`config.mk`:
```
export PLATFORM = sky130hd
export DESIGN_NAME = pdoa_slope_certitude_select_top
export DESIGN_NICKNAME = d
export VERILOG_FILES = /design/src/hw/rtl/pscs_pkg.sv /design/src/hw/rtl/pdoa_slope_certitude_select_top.sv /design/src/hw/rtl/pscs_cert_lane.sv /design/src/hw/rtl/pscs_slot_max.sv
export SDC_FILE = /design/constraint.sdc
export NUM_CORES = 2
export LEC_CHECK = 0
export BUFFER_PORTS_ARGS = -buffer_cell sky130_fd_sc_hd__buf_2
export CAP_MARGIN = 0
export CORE_ASPECT_RATIO = 1.4
export CORE_UTILIZATION = 55
export CTS_CLUSTER_DIAMETER = 60
export DETAILED_ROUTE_END_ITERATION = 10
export GPL_TIMING_DRIVEN = 0
export PLACE_DENSITY_LB_ADDON = 0.08
export SLEW_MARGIN = 40
export SYNTH_ARGS = -nofsm -noshare
export SYNTH_HDL_FRONTEND = slang
export SYNTH_HIERARCHICAL = 1
export SYNTH_SLANG_ARGS = --single-unit
```
`constraint.sdc`:
```
create_clock -name clock -period 12.1 [get_ports clock]
set_clock_uncertainty 0.15 [all_clocks]
set_input_delay 3.63 -clock clock [delete_from_list [all_inputs] [get_ports clock]]
set_output_delay 3.63 -clock clock [all_outputs]
set_load 0.02 [all_outputs]
```
`src/hw/rtl/pscs_pkg.sv`:
```
package pscs_pkg;

   localparam int unsigned PAIR_COUNT  = 3;
   localparam int unsigned SLOPE_COUNT = 2;
   localparam int unsigned ANGLE_W     = 15;
   localparam int unsigned CERT_W      = 16;
   localparam int unsigned MATRIX_W    = PAIR_COUNT * PAIR_COUNT;
   localparam int unsigned DIFF_W      = 12;
   localparam int unsigned NUM_W       = 21;
   localparam int unsigned RECIP_W     = 22;
   localparam int unsigned RECIP_SHIFT = 27;
   localparam int unsigned PROD_W      = NUM_W + RECIP_W;
   localparam int unsigned SCALE_W     = 31;
   localparam int unsigned LATENCY     = 4;

   // 10 and 45 degrees in 1/64 degree
   localparam logic [ANGLE_W-1:0] DEAD_ZONE = 15'd640;
   localparam logic [ANGLE_W-1:0] CUT_ANGLE = 15'd2880;
   localparam logic [CERT_W-1:0]  CERT_ONE  = 16'd32768;

   // (d*32768 + 1120) / 2240 == (d*512 + 17) / 35
   localparam logic [NUM_W-1:0]   LIN_BIAS  = 21'd17;
   localparam int unsigned        LIN_SHIFT = 9;
   // ceil(2^27 / 35), exact for numerators below 2^21
   localparam logic [RECIP_W-1:0] RECIP_MUL = 22'd3834793;

   localparam logic [SCALE_W-1:0] ROUND_HALF = 31'd16384;
   localparam int unsigned        SCALE_SHIFT = 15;

   typedef struct packed {
      logic               neg;
      logic [SCALE_W-1:0] prod;
   } lane_out_type;

endpackage

```
`src/hw/rtl/pdoa_slope_certitude_select_top.sv`:
```
// pdoa slope certitude selection
// request channel: start with req_pd_angle_* and req_raw_cert_* (one measurement
//   set per transaction), taken at a clock edge where start is high and busy low
// busy stays low: a new transaction is taken every cycle
// response channel: rsp_valid is high for exactly one cycle with the six
//   rsp_falling_cert_* / rsp_rising_cert_* values; the receiver cannot stall it
// pipeline: the response follows the accepting edge through one register stage
//   each for magnitude/range, reciprocal divide by 35, raw certitude scaling,
//   and rounding with per-slot max
// throughput: one transaction per cycle, responses in request order
// csr channel: csr_valid/csr_ready write of the 9-bit swap matrix; csr_ready
//   is always high; write only while no transaction is in flight
// reset: synchronous, active high; clears the pipeline valid bits and the
//   swap matrix to zero
module pdoa_slope_certitude_select_top (
   input  logic                                 clock,
   input  logic                                 reset,
   input  logic                                 start,
   output logic                                 busy,
   input  logic signed [pscs_pkg::ANGLE_W-1:0]  req_pd_angle_0,
   input  logic signed [pscs_pkg::ANGLE_W-1:0]  req_pd_angle_1,
   input  logic signed [pscs_pkg::ANGLE_W-1:0]  req_pd_angle_2,
   input  logic        [pscs_pkg::CERT_W-1:0]   req_raw_cert_0,
   input  logic        [pscs_pkg::CERT_W-1:0]   req_raw_cert_1,
   input  logic        [pscs_pkg::CERT_W-1:0]   req_raw_cert_2,
   output logic                                 rsp_valid,
   output logic        [pscs_pkg::CERT_W-1:0]   rsp_falling_cert_0,
   output logic        [pscs_pkg::CERT_W-1:0]   rsp_falling_cert_1,
   output logic        [pscs_pkg::CERT_W-1:0]   rsp_falling_cert_2,
   output logic        [pscs_pkg::CERT_W-1:0]   rsp_rising_cert_0,
   output logic        [pscs_pkg::CERT_W-1:0]   rsp_rising_cert_1,
   output logic        [pscs_pkg::CERT_W-1:0]   rsp_rising_cert_2,
   input  logic                                 csr_valid,
   output logic                                 csr_ready,
   input  logic        [pscs_pkg::MATRIX_W-1:0] csr_slope_swap_matrix
);

   logic signed [pscs_pkg::ANGLE_W-1:0] angle [pscs_pkg::PAIR_COUNT];
   logic        [pscs_pkg::CERT_W-1:0]  raw [pscs_pkg::PAIR_COUNT];
   pscs_pkg::lane_out_type              lane_out [pscs_pkg::PAIR_COUNT];
   logic        [pscs_pkg::CERT_W-1:0]  falling [pscs_pkg::PAIR_COUNT];
   logic        [pscs_pkg::CERT_W-1:0]  rising [pscs_pkg::PAIR_COUNT];

   logic [pscs_pkg::MATRIX_W-1:0] matrix_ff;
   logic [pscs_pkg::MATRIX_W-1:0] matrix_in;
   logic [pscs_pkg::LATENCY-1:0]  vld_ff;
   logic [pscs_pkg::LATENCY-1:0]  vld_in;
   logic                          accept;

   assign busy      = 1'b0;
   assign csr_ready = 1'b1;
   assign accept    = start & ~busy;

   assign matrix_in = (csr_valid & csr_ready) ? csr_slope_swap_matrix : matrix_ff;
   assign vld_in    = {vld_ff[pscs_pkg::LATENCY-2:0], accept};

   always_ff @(posedge clock) begin
      if (reset) begin
         matrix_ff <= '0;
         vld_ff    <= '0;
      end else begin
         matrix_ff <= matrix_in;
         vld_ff    <= vld_in;
      end
   end

   assign angle[0] = req_pd_angle_0;
   assign angle[1] = req_pd_angle_1;
   assign angle[2] = req_pd_angle_2;
   assign raw[0]   = req_raw_cert_0;
   assign raw[1]   = req_raw_cert_1;
   assign raw[2]   = req_raw_cert_2;

   for (genvar i = 0; i < pscs_pkg::PAIR_COUNT; i++) begin : g_lane
      pscs_cert_lane u_lane (
         .clock    (clock),
         .angle    (angle[i]),
         .raw_cert (raw[i]),
         .lane_out (lane_out[i])
      );
   end

   pscs_slot_max u_slot_max (
      .clock        (clock),
      .lane_out     (lane_out),
      .swap_matrix  (matrix_ff),
      .falling_cert (falling),
      .rising_cert  (rising)
   );

   assign rsp_valid          = vld_ff[pscs_pkg::LATENCY-1];
   assign rsp_falling_cert_0 = falling[0];
   assign rsp_falling_cert_1 = falling[1];
   assign rsp_falling_cert_2 = falling[2];
   assign rsp_rising_cert_0  = rising[0];
   assign rsp_rising_cert_1  = rising[1];
   assign rsp_rising_cert_2  = rising[2];

endmodule

```
`src/hw/rtl/pscs_cert_lane.sv`:
```
module pscs_cert_lane (
   input  logic                                  clock,
   input  logic signed [pscs_pkg::ANGLE_W-1:0]   angle,
   input  logic        [pscs_pkg::CERT_W-1:0]    raw_cert,
   output pscs_pkg::lane_out_type                lane_out
);

   logic [pscs_pkg::ANGLE_W-1:0] angle_u;
   logic [pscs_pkg::ANGLE_W-1:0] mag;
   logic [pscs_pkg::ANGLE_W-1:0] diff;
   logic [pscs_pkg::NUM_W-1:0]   num;
   logic [pscs_pkg::CERT_W-1:0]  raw_sat;

   logic                         a_neg_ff;
   logic                         a_hi_ff;
   logic                         a_lo_ff;
   logic [pscs_pkg::NUM_W-1:0]   a_num_ff;
   logic [pscs_pkg::CERT_W-1:0]  a_raw_ff;

   logic [pscs_pkg::PROD_W-1:0]  quot_prod;
   logic [pscs_pkg::CERT_W-1:0]  cert_in;

   logic                         b_neg_ff;
   logic [pscs_pkg::CERT_W-1:0]  b_cert_ff;
   logic [pscs_pkg::CERT_W-1:0]  b_raw_ff;

   logic [2*pscs_pkg::CERT_W-1:0] scale_prod;
   logic                          c_neg_ff;
   logic [pscs_pkg::SCALE_W-1:0]  c_prod_ff;

   // stage a: magnitude, range and linear numerator
   assign angle_u = angle;
   assign mag     = angle_u[pscs_pkg::ANGLE_W-1] ? (~angle_u + 15'd1) : angle_u;
   assign diff    = mag - pscs_pkg::DEAD_ZONE;
   assign num     = {diff[pscs_pkg::DIFF_W-1:0], {pscs_pkg::LIN_SHIFT{1'b0}}}
                    + pscs_pkg::LIN_BIAS;
   assign raw_sat = (raw_cert > pscs_pkg::CERT_ONE) ? pscs_pkg::CERT_ONE : raw_cert;

   always_ff @(posedge clock) begin
      a_neg_ff <= angle_u[pscs_pkg::ANGLE_W-1];
      a_hi_ff  <= mag > pscs_pkg::CUT_ANGLE;
      a_lo_ff  <= mag < pscs_pkg::DEAD_ZONE;
      a_num_ff <= num;
      a_raw_ff <= raw_sat;
   end

   // stage b: divide by 35 through reciprocal multiply
   assign quot_prod = {{pscs_pkg::RECIP_W{1'b0}}, a_num_ff} * pscs_pkg::PROD_W'(pscs_pkg::RECIP_MUL);

   always_comb begin
      priority if (a_hi_ff) begin
         cert_in = pscs_pkg::CERT_ONE;
      end else if (a_lo_ff) begin
         cert_in = '0;
      end else begin
         cert_in = quot_prod[pscs_pkg::RECIP_SHIFT +: pscs_pkg::CERT_W];
      end
   end

   always_ff @(posedge clock) begin
      b_neg_ff  <= a_neg_ff;
      b_cert_ff <= cert_in;
      b_raw_ff  <= a_raw_ff;
   end

   // stage c: scale by raw certitude
   assign scale_prod = b_cert_ff * b_raw_ff;

   always_ff @(posedge clock) begin
      c_neg_ff  <= b_neg_ff;
      c_prod_ff <= scale_prod[pscs_pkg::SCALE_W-1:0];
   end

   assign lane_out.neg  = c_neg_ff;
   assign lane_out.prod = c_prod_ff;

endmodule

```
`src/hw/rtl/pscs_slot_max.sv`:
```
module pscs_slot_max (
   input  logic                                 clock,
   input  pscs_pkg::lane_out_type               lane_out [pscs_pkg::PAIR_COUNT],
   input  logic [pscs_pkg::MATRIX_W-1:0]        swap_matrix,
   output logic [pscs_pkg::CERT_W-1:0]          falling_cert [pscs_pkg::PAIR_COUNT],
   output logic [pscs_pkg::CERT_W-1:0]          rising_cert [pscs_pkg::PAIR_COUNT]
);

   logic [pscs_pkg::SCALE_W-1:0] rounded [pscs_pkg::PAIR_COUNT];
   logic [pscs_pkg::CERT_W-1:0]  scaled [pscs_pkg::PAIR_COUNT];
   logic [pscs_pkg::CERT_W-1:0]  fall_in [pscs_pkg::PAIR_COUNT];
   logic [pscs_pkg::CERT_W-1:0]  rise_in [pscs_pkg::PAIR_COUNT];
   logic [pscs_pkg::CERT_W-1:0]  fall_ff [pscs_pkg::PAIR_COUNT];
   logic [pscs_pkg::CERT_W-1:0]  rise_ff [pscs_pkg::PAIR_COUNT];

   for (genvar i = 0; i < pscs_pkg::PAIR_COUNT; i++) begin : g_round
      assign rounded[i] = lane_out[i].prod + pscs_pkg::ROUND_HALF;
      assign scaled[i]  = rounded[i][pscs_pkg::SCALE_SHIFT +: pscs_pkg::CERT_W];
   end

   for (genvar p = 0; p < pscs_pkg::PAIR_COUNT; p++) begin : g_pair
      localparam int unsigned OA = (p + 1) % pscs_pkg::PAIR_COUNT;
      localparam int unsigned OB = (p + 2) % pscs_pkg::PAIR_COUNT;

      logic                        rise_a;
      logic                        rise_b;
      logic [pscs_pkg::CERT_W-1:0] fall_a;
      logic [pscs_pkg::CERT_W-1:0] fall_b;
      logic [pscs_pkg::CERT_W-1:0] ris_a;
      logic [pscs_pkg::CERT_W-1:0] ris_b;

      assign rise_a = lane_out[OA].neg ^ swap_matrix[p*pscs_pkg::PAIR_COUNT + OA];
      assign rise_b = lane_out[OB].neg ^ swap_matrix[p*pscs_pkg::PAIR_COUNT + OB];
      assign fall_a = rise_a ? '0 : scaled[OA];
      assign fall_b = rise_b ? '0 : scaled[OB];
      assign ris_a  = rise_a ? scaled[OA] : '0;
      assign ris_b  = rise_b ? scaled[OB] : '0;

      assign fall_in[p] = (fall_a > fall_b) ? fall_a : fall_b;
      assign rise_in[p] = (ris_a > ris_b) ? ris_a : ris_b;

      always_ff @(posedge clock) begin
         fall_ff[p] <= fall_in[p];
         rise_ff[p] <= rise_in[p];
      end

      assign falling_cert[p] = fall_ff[p];
      assign rising_cert[p]  = rise_ff[p];
   end

endmodule
```
# After elaboration in Yosys (flattened, before gate mapping)
# Memory sizes are Yosys's and may differ from the RTL's.
# Cells that the tools add are included.
# classes
add_sub_neg,12
mul,6
order_cmp,15
mux,24
bitwise_logic,9
n_reduce_logical,3
# ops
operator,count
16-bit two-way mux,21
"21-bit by 22-bit multiplier with 43-bit output, second input constant",3
16-bit > comparator,6
"31-bit by 15-bit adder with 31-bit output, second input constant",3
16-bit by 16-bit multiplier with 31-bit output,3
"21-bit by 5-bit adder with 21-bit output, second input constant",3
"16-bit > comparator, second input constant",3
"15-bit by 1-bit adder with 15-bit output, second input constant",3
"15-bit by 12-bit > comparator with 1-bit output, second input constant",3
"15-bit by 10-bit < comparator with 1-bit output, second input constant",3
15-bit two-way mux,3
15-bit NOT,3
"12-bit by 10-bit subtractor with 12-bit output, second input constant",3
2-bit OR reduction,3
1-bit bitwise XOR,6
# totals
ff_bits,327
ram_bits,96
inputBits,106
out_inout_bits,99
wordCells,106
mem_count,2
# memory_table
memory,depth,word_bits,rd,rd_clocked_by_memory_dff,wr,line_no,text
u_slot_max.fall_ff,3,16,3,0,3,pscs_slot_max.sv:13,logic [pscs_pkg::CERT_W-1:0] fall_ff [pscs_pkg::PAIR_COUNT];
u_slot_max.rise_ff,3,16,3,0,3,pscs_slot_max.sv:14,logic [pscs_pkg::CERT_W-1:0] rise_ff [pscs_pkg::PAIR_COUNT];

# Longest topological paths before layout
# depth
word_depth,5
ltp_mapped,23
ltp_nobuf,21

# Hierarchy
# The synthesis kept the hierarchy.
# modules_own_cells
mod,instances,cells_per_inst,area_per_inst_um2
pscs_cert_lane (g_lane[0].u_lane),1,1684,15703.8
pscs_cert_lane (g_lane[2].u_lane),1,1680,15610.0
pscs_cert_lane (g_lane[1].u_lane),1,1625,15382.3
pscs_slot_max,1,870,7208.2
pdoa_slope_certitude_select_top,1,41,447.9

# Worst setup path after synthesis
# Ideal clock, no wire load.
# synth_path
path_kind,register -> register
startpoint,register g_lane[0].u_lane/b_raw_ff[3] (netlist name)
endpoint,register g_lane[0].u_lane/c_prod_ff[27] (netlist name)
t_arrival_ns,5.763
required_time_ns,11.823
slack_ns,6.060
path_stages_with_launch,20
cell_sequence,dfxtp_1 > clkbuf_1 > nand2_1 > fa_1 > fa_1 > fa_1 > inv_1 > fa_1 > fa_1 > inv_1 > fa_1 > inv_1 > ha_1 > nand2_2 > or3_1 > o221a_1 > a21oi_2 > a21oi_2 > o2111a_1 > or3_1
# synth_via
elab_chain_cells,1
# synth_rtl
element,line_no,text
"start, declared",pscs_cert_lane.sv:25,logic [pscs_pkg::CERT_W-1:0] b_raw_ff;
"start signal, assigned",pscs_cert_lane.sv:63,b_raw_ff <= a_raw_ff;
16-bit by 16-bit multiplier with 31-bit output,pscs_cert_lane.sv:67,assign scale_prod = b_cert_ff * b_raw_ff;
"via g_lane[0].u_lane.scale_prod, one bit",pscs_cert_lane.sv:27,logic [2*pscs_pkg::CERT_W-1:0] scale_prod;
"end signal, assigned",pscs_cert_lane.sv:71,c_prod_ff <= scale_prod[pscs_pkg::SCALE_W-1:0];
"end, declared",pscs_cert_lane.sv:29,logic [pscs_pkg::SCALE_W-1:0] c_prod_ff;
# The timed path passes the listed nets, and every way through them passes these cells.
# A chain may end at the register's enable or synchronous reset.

# Final worst setup path
# layout_path
startpoint,register g_lane[0].u_lane/b_raw_ff[9] (netlist name)
endpoint,register g_lane[0].u_lane/c_prod_ff[28] (netlist name)
# Same word-level chain as after synthesis.

==> qor.json <==
{
  "cts_root_buffer": "sky130_fd_sc_hd__clkbuf_16",
  "finalMaxSlewViolations": 0,
  "setup_total_negative_slack_ns": 0,
  "hold_depth": 0,
  "critical_path.reg2reg.endpoint": "g_lane[0].u_lane/c_prod_ff[28]",
  "min_from": "g_lane[0].u_lane/b_neg_ff",
  "cap_viol_max_count": 0,
  "num-nets-final": 7773,
  "die-width_microns": 264.3,
  "setup_crit_start_kind": "register",
  "postCtsResizedCells": 0,
  "place.detailed.hpwl_microns": 115700,
  "post_cts_buffers": 0,
  "synthToLayoutAreaGrowth_pct": 7.593,
  "worst_ep_required_time_ns": 12.46,
  "hold_viol_final": 0,
  "synthesis.yosys.warnings": 6,
  "hold_end": "g_lane[0].u_lane/c_neg_ff",
  "clock-sinks": 352,
  "drt.antenna.violating_nets": 0,
  "fin_crit_ns": 7.039,
  "syn_inst": 5788,
  "final.period_utilization_pct": 58.18,
  "dieArea_sq_um": 97620,
  "final_number_of_setup_violating_endpoints": 0,
  "timing.setup.critical_path_class": "reg -> reg",
  "cts.reportedPaths.clkPinSlew_ns": 0.06,
  "via_count": 39487,
  "die_height_microns": 369.3,
  "boundaryPins": 205,
  "drtPass1Iterations": 5,
  "cts_hold_buffers": 0,
  "final_layout_size_suffix_gt1_share_pct": 5.980,
  "synthesis.nets": 7538,
  "fmax_mhz": 142.1,
  "reg2reg_depth": 20,
  "worst_slew_margin_rel_pct": 35.29,
  "insertion_delay_ns": 0.60,
  "ff2ff_setup_slack_ns": 5.06,
  "cts_htree_levels": 2,
  "cell_at_the_slowest_stage_of_the_critical_path": "sky130_fd_sc_hd__dfxtp_1",
  "critPathMostFrequentCell": "sky130_fd_sc_hd__fa_1",
  "crit_chain": "clkbuf_1 > nand2_1 > fa_1 > inv_1 > fa_1 > fa_1 > fa_1 > fa_1 > inv_1 > fa_1 > inv_1 > ha_1 > clkdlybuf4s15_1 > a21o_1 > nand3_1 > nand2_1 > a211oi_2 > a21oi_1 > a211oi_1 > xnor2_1",
  "netlist_area_sq_um": 53000,
  "first_pass_grt_wire_length_microns": 217700,
  "core_sq_um": 95400,
  "grt_pass1_vias": 41312,
  "synthesis.area_per_instance_sq_um": 9.156,
  "drt_wl_total_microns": 135400,
  "grt_setup_unrepaired": "no",
  "worstHoldPathType": "reg -> reg",
  "worst_r2r_startpoint": "g_lane[0].u_lane/b_raw_ff[9]",
  "outcome": "finished, final reports clean",
  "detail_route.vias_per_cell": 5.423,
  "post_drt_wl_per_cell_microns": 18.59,
  "worst-path-max-fanout": 10,
  "initial_antenna_violation_count": 1,
  "globalRouteTotalUtil_pct": 28.46,
  "port_buffers": 193,
  "worst_path_largest_cell_delay_ns": 0.60,
  "cts_tree": "built",
  "gpl.final_weighted_congestion": 0.9355,
  "clock_path_buffers": 3,
  "row_count": 134,
  "tritoncts.num_buffers": 40,
  "grt-ovfl-total": 0,
  "initial_utilization_pct": 55.55,
  "final.fill_count": 8596,
  "drtIter0Drc": 1739,
  "maximum_number_of_pins_on_one_net_before_global_route_repair": 16,
  "tightest_slew_ns": 0.9637,
  "critPathCaptureType": "register",
  "drt_drc_violations_left": 0,
  "arrival_ns": 7.40
}
[worst max path at each step]
stage | startpoint | end | slack, ns | depth (start not counted)
3_5_place_dp | g_lane[0].u_lane/b_cert_ff[8] | g_lane[0].u_lane/c_prod_ff[28] | 5.04 | 20
2_1_floorplan | g_lane[0].u_lane/b_raw_ff[3] | g_lane[0].u_lane/c_prod_ff[27] | 6.10 | 19
5_1_grt | g_lane[0].u_lane/b_raw_ff[9] | g_lane[0].u_lane/c_prod_ff[28] | 4.76 | 20
3_3_place_gp | g_lane[1].u_lane/b_cert_ff[7] | g_lane[1].u_lane/c_prod_ff[28] | 4.85 | 20
6_report | g_lane[0].u_lane/b_raw_ff[9] | g_lane[0].u_lane/c_prod_ff[28] | 5.06 | 20
4_1_cts | g_lane[0].u_lane/b_raw_ff[15] | g_lane[0].u_lane/c_prod_ff[28] | 5.05 | 20
[final cells by class]
class	count	area, sq um	share of cell area (%)
plain buffers	178	834.6	1.464
well taps	1224	1531	2.686
clock buffers	46	1054	1.848
diodes	3	7.507	0.01317
inverters	1119	4200	7.366
repair buffers	193	965.9	1.694
multi-input cells	4139	40950	71.82
flip-flops and latches	352	7047	12.36
clock inverters	27	425.4	0.7461
[layout by cell type, fill, tap and decap left out, types with 9 or more instances in the layout]
cell and count:
sky130_fd_sc_hd__o21a_1 17, sky130_fd_sc_hd__fa_1 753, sky130_fd_sc_hd__o21ai_0 87, sky130_fd_sc_hd__nand3_1 65
sky130_fd_sc_hd__nand2_1 769, sky130_fd_sc_hd__o211ai_1 18, sky130_fd_sc_hd__and2_1 336, sky130_fd_sc_hd__or4_1 9
sky130_fd_sc_hd__ha_1 891, sky130_fd_sc_hd__clkbuf_16 40, sky130_fd_sc_hd__and3_1 27, sky130_fd_sc_hd__nand2b_1 15
sky130_fd_sc_hd__dfxtp_1 352, sky130_fd_sc_hd__buf_6 9, sky130_fd_sc_hd__nand4_1 66, sky130_fd_sc_hd__inv_1 1119
sky130_fd_sc_hd__o31ai_1 12, sky130_fd_sc_hd__clkbuf_1 147, sky130_fd_sc_hd__nor3_1 44, sky130_fd_sc_hd__nor4_1 16
sky130_fd_sc_hd__a211o_1 13, sky130_fd_sc_hd__a211oi_1 15, sky130_fd_sc_hd__or3_1 12, sky130_fd_sc_hd__a31oi_1 27
sky130_fd_sc_hd__a21oi_1 181, sky130_fd_sc_hd__a21o_1 84, sky130_fd_sc_hd__o21bai_1 15, sky130_fd_sc_hd__buf_2 198
sky130_fd_sc_hd__a221oi_1 9, sky130_fd_sc_hd__buf_4 9, sky130_fd_sc_hd__nor3b_1 10, sky130_fd_sc_hd__xor2_1 74
sky130_fd_sc_hd__xnor2_1 124, sky130_fd_sc_hd__nor2b_1 66, sky130_fd_sc_hd__mux2i_1 109, sky130_fd_sc_hd__nor2_1 111
sky130_fd_sc_hd__or2_2 10
[worst max-delay path, delay by kind of cell, from the launching register on]
kind | cells | cell delay (ns)
fa+ha+maj | 7 | 3.36
compound gates | 4 | 1.38
buf+inv | 5 | 0.92
flops | 1 | 0.60
simple gates | 3 | 0.35
xor+xnor | 1 | 0.17
[per-layer routing]
metal	routed length [microns]	vias to the layer above	track usage [%]
li1	-	18855	-
met1	52370	19371	32.04
met2	71220	959	54.20
met3	5451	302	2.895
met4	6333	0	11.68
met5	0	-	0
[stage by stage]
stage,instance area (sq um),utilization (%),cells,hold slack [ns],setup WS [ns]
2_1_floorplan,53000,-,5788,0.1596,6.095
3_3_place_gp,55490,58.17,7205,0.1610,4.846
3_5_place_dp,55530,58.21,7205,0.1621,5.037
4_1_cts,57010,59.76,7278,0.1573,5.049
5_1_grt,57010,59.76,7278,0.1791,4.764
6_report,57020,59.77,7281,0.1567,5.061
[state kept, by name, summed over array words and instances (netlist names), 4 cells and up]
signal / flops
g_lane.u_lane/c_prod_ff: 51
g_lane.u_lane/b_raw_ff: 48
g_lane.u_lane/a_raw_ff: 48
g_lane.u_lane/b_cert_ff: 48
g_lane.u_lane/a_num_ff: 36
matrix_ff: 6
u_slot_max/fall_ff: 48
vld_ff: 4
u_slot_max/rise_ff: 48
Power is not shown: default switching activity piles up to over one toggle a cycle in this logic, so the estimate is an artifact.
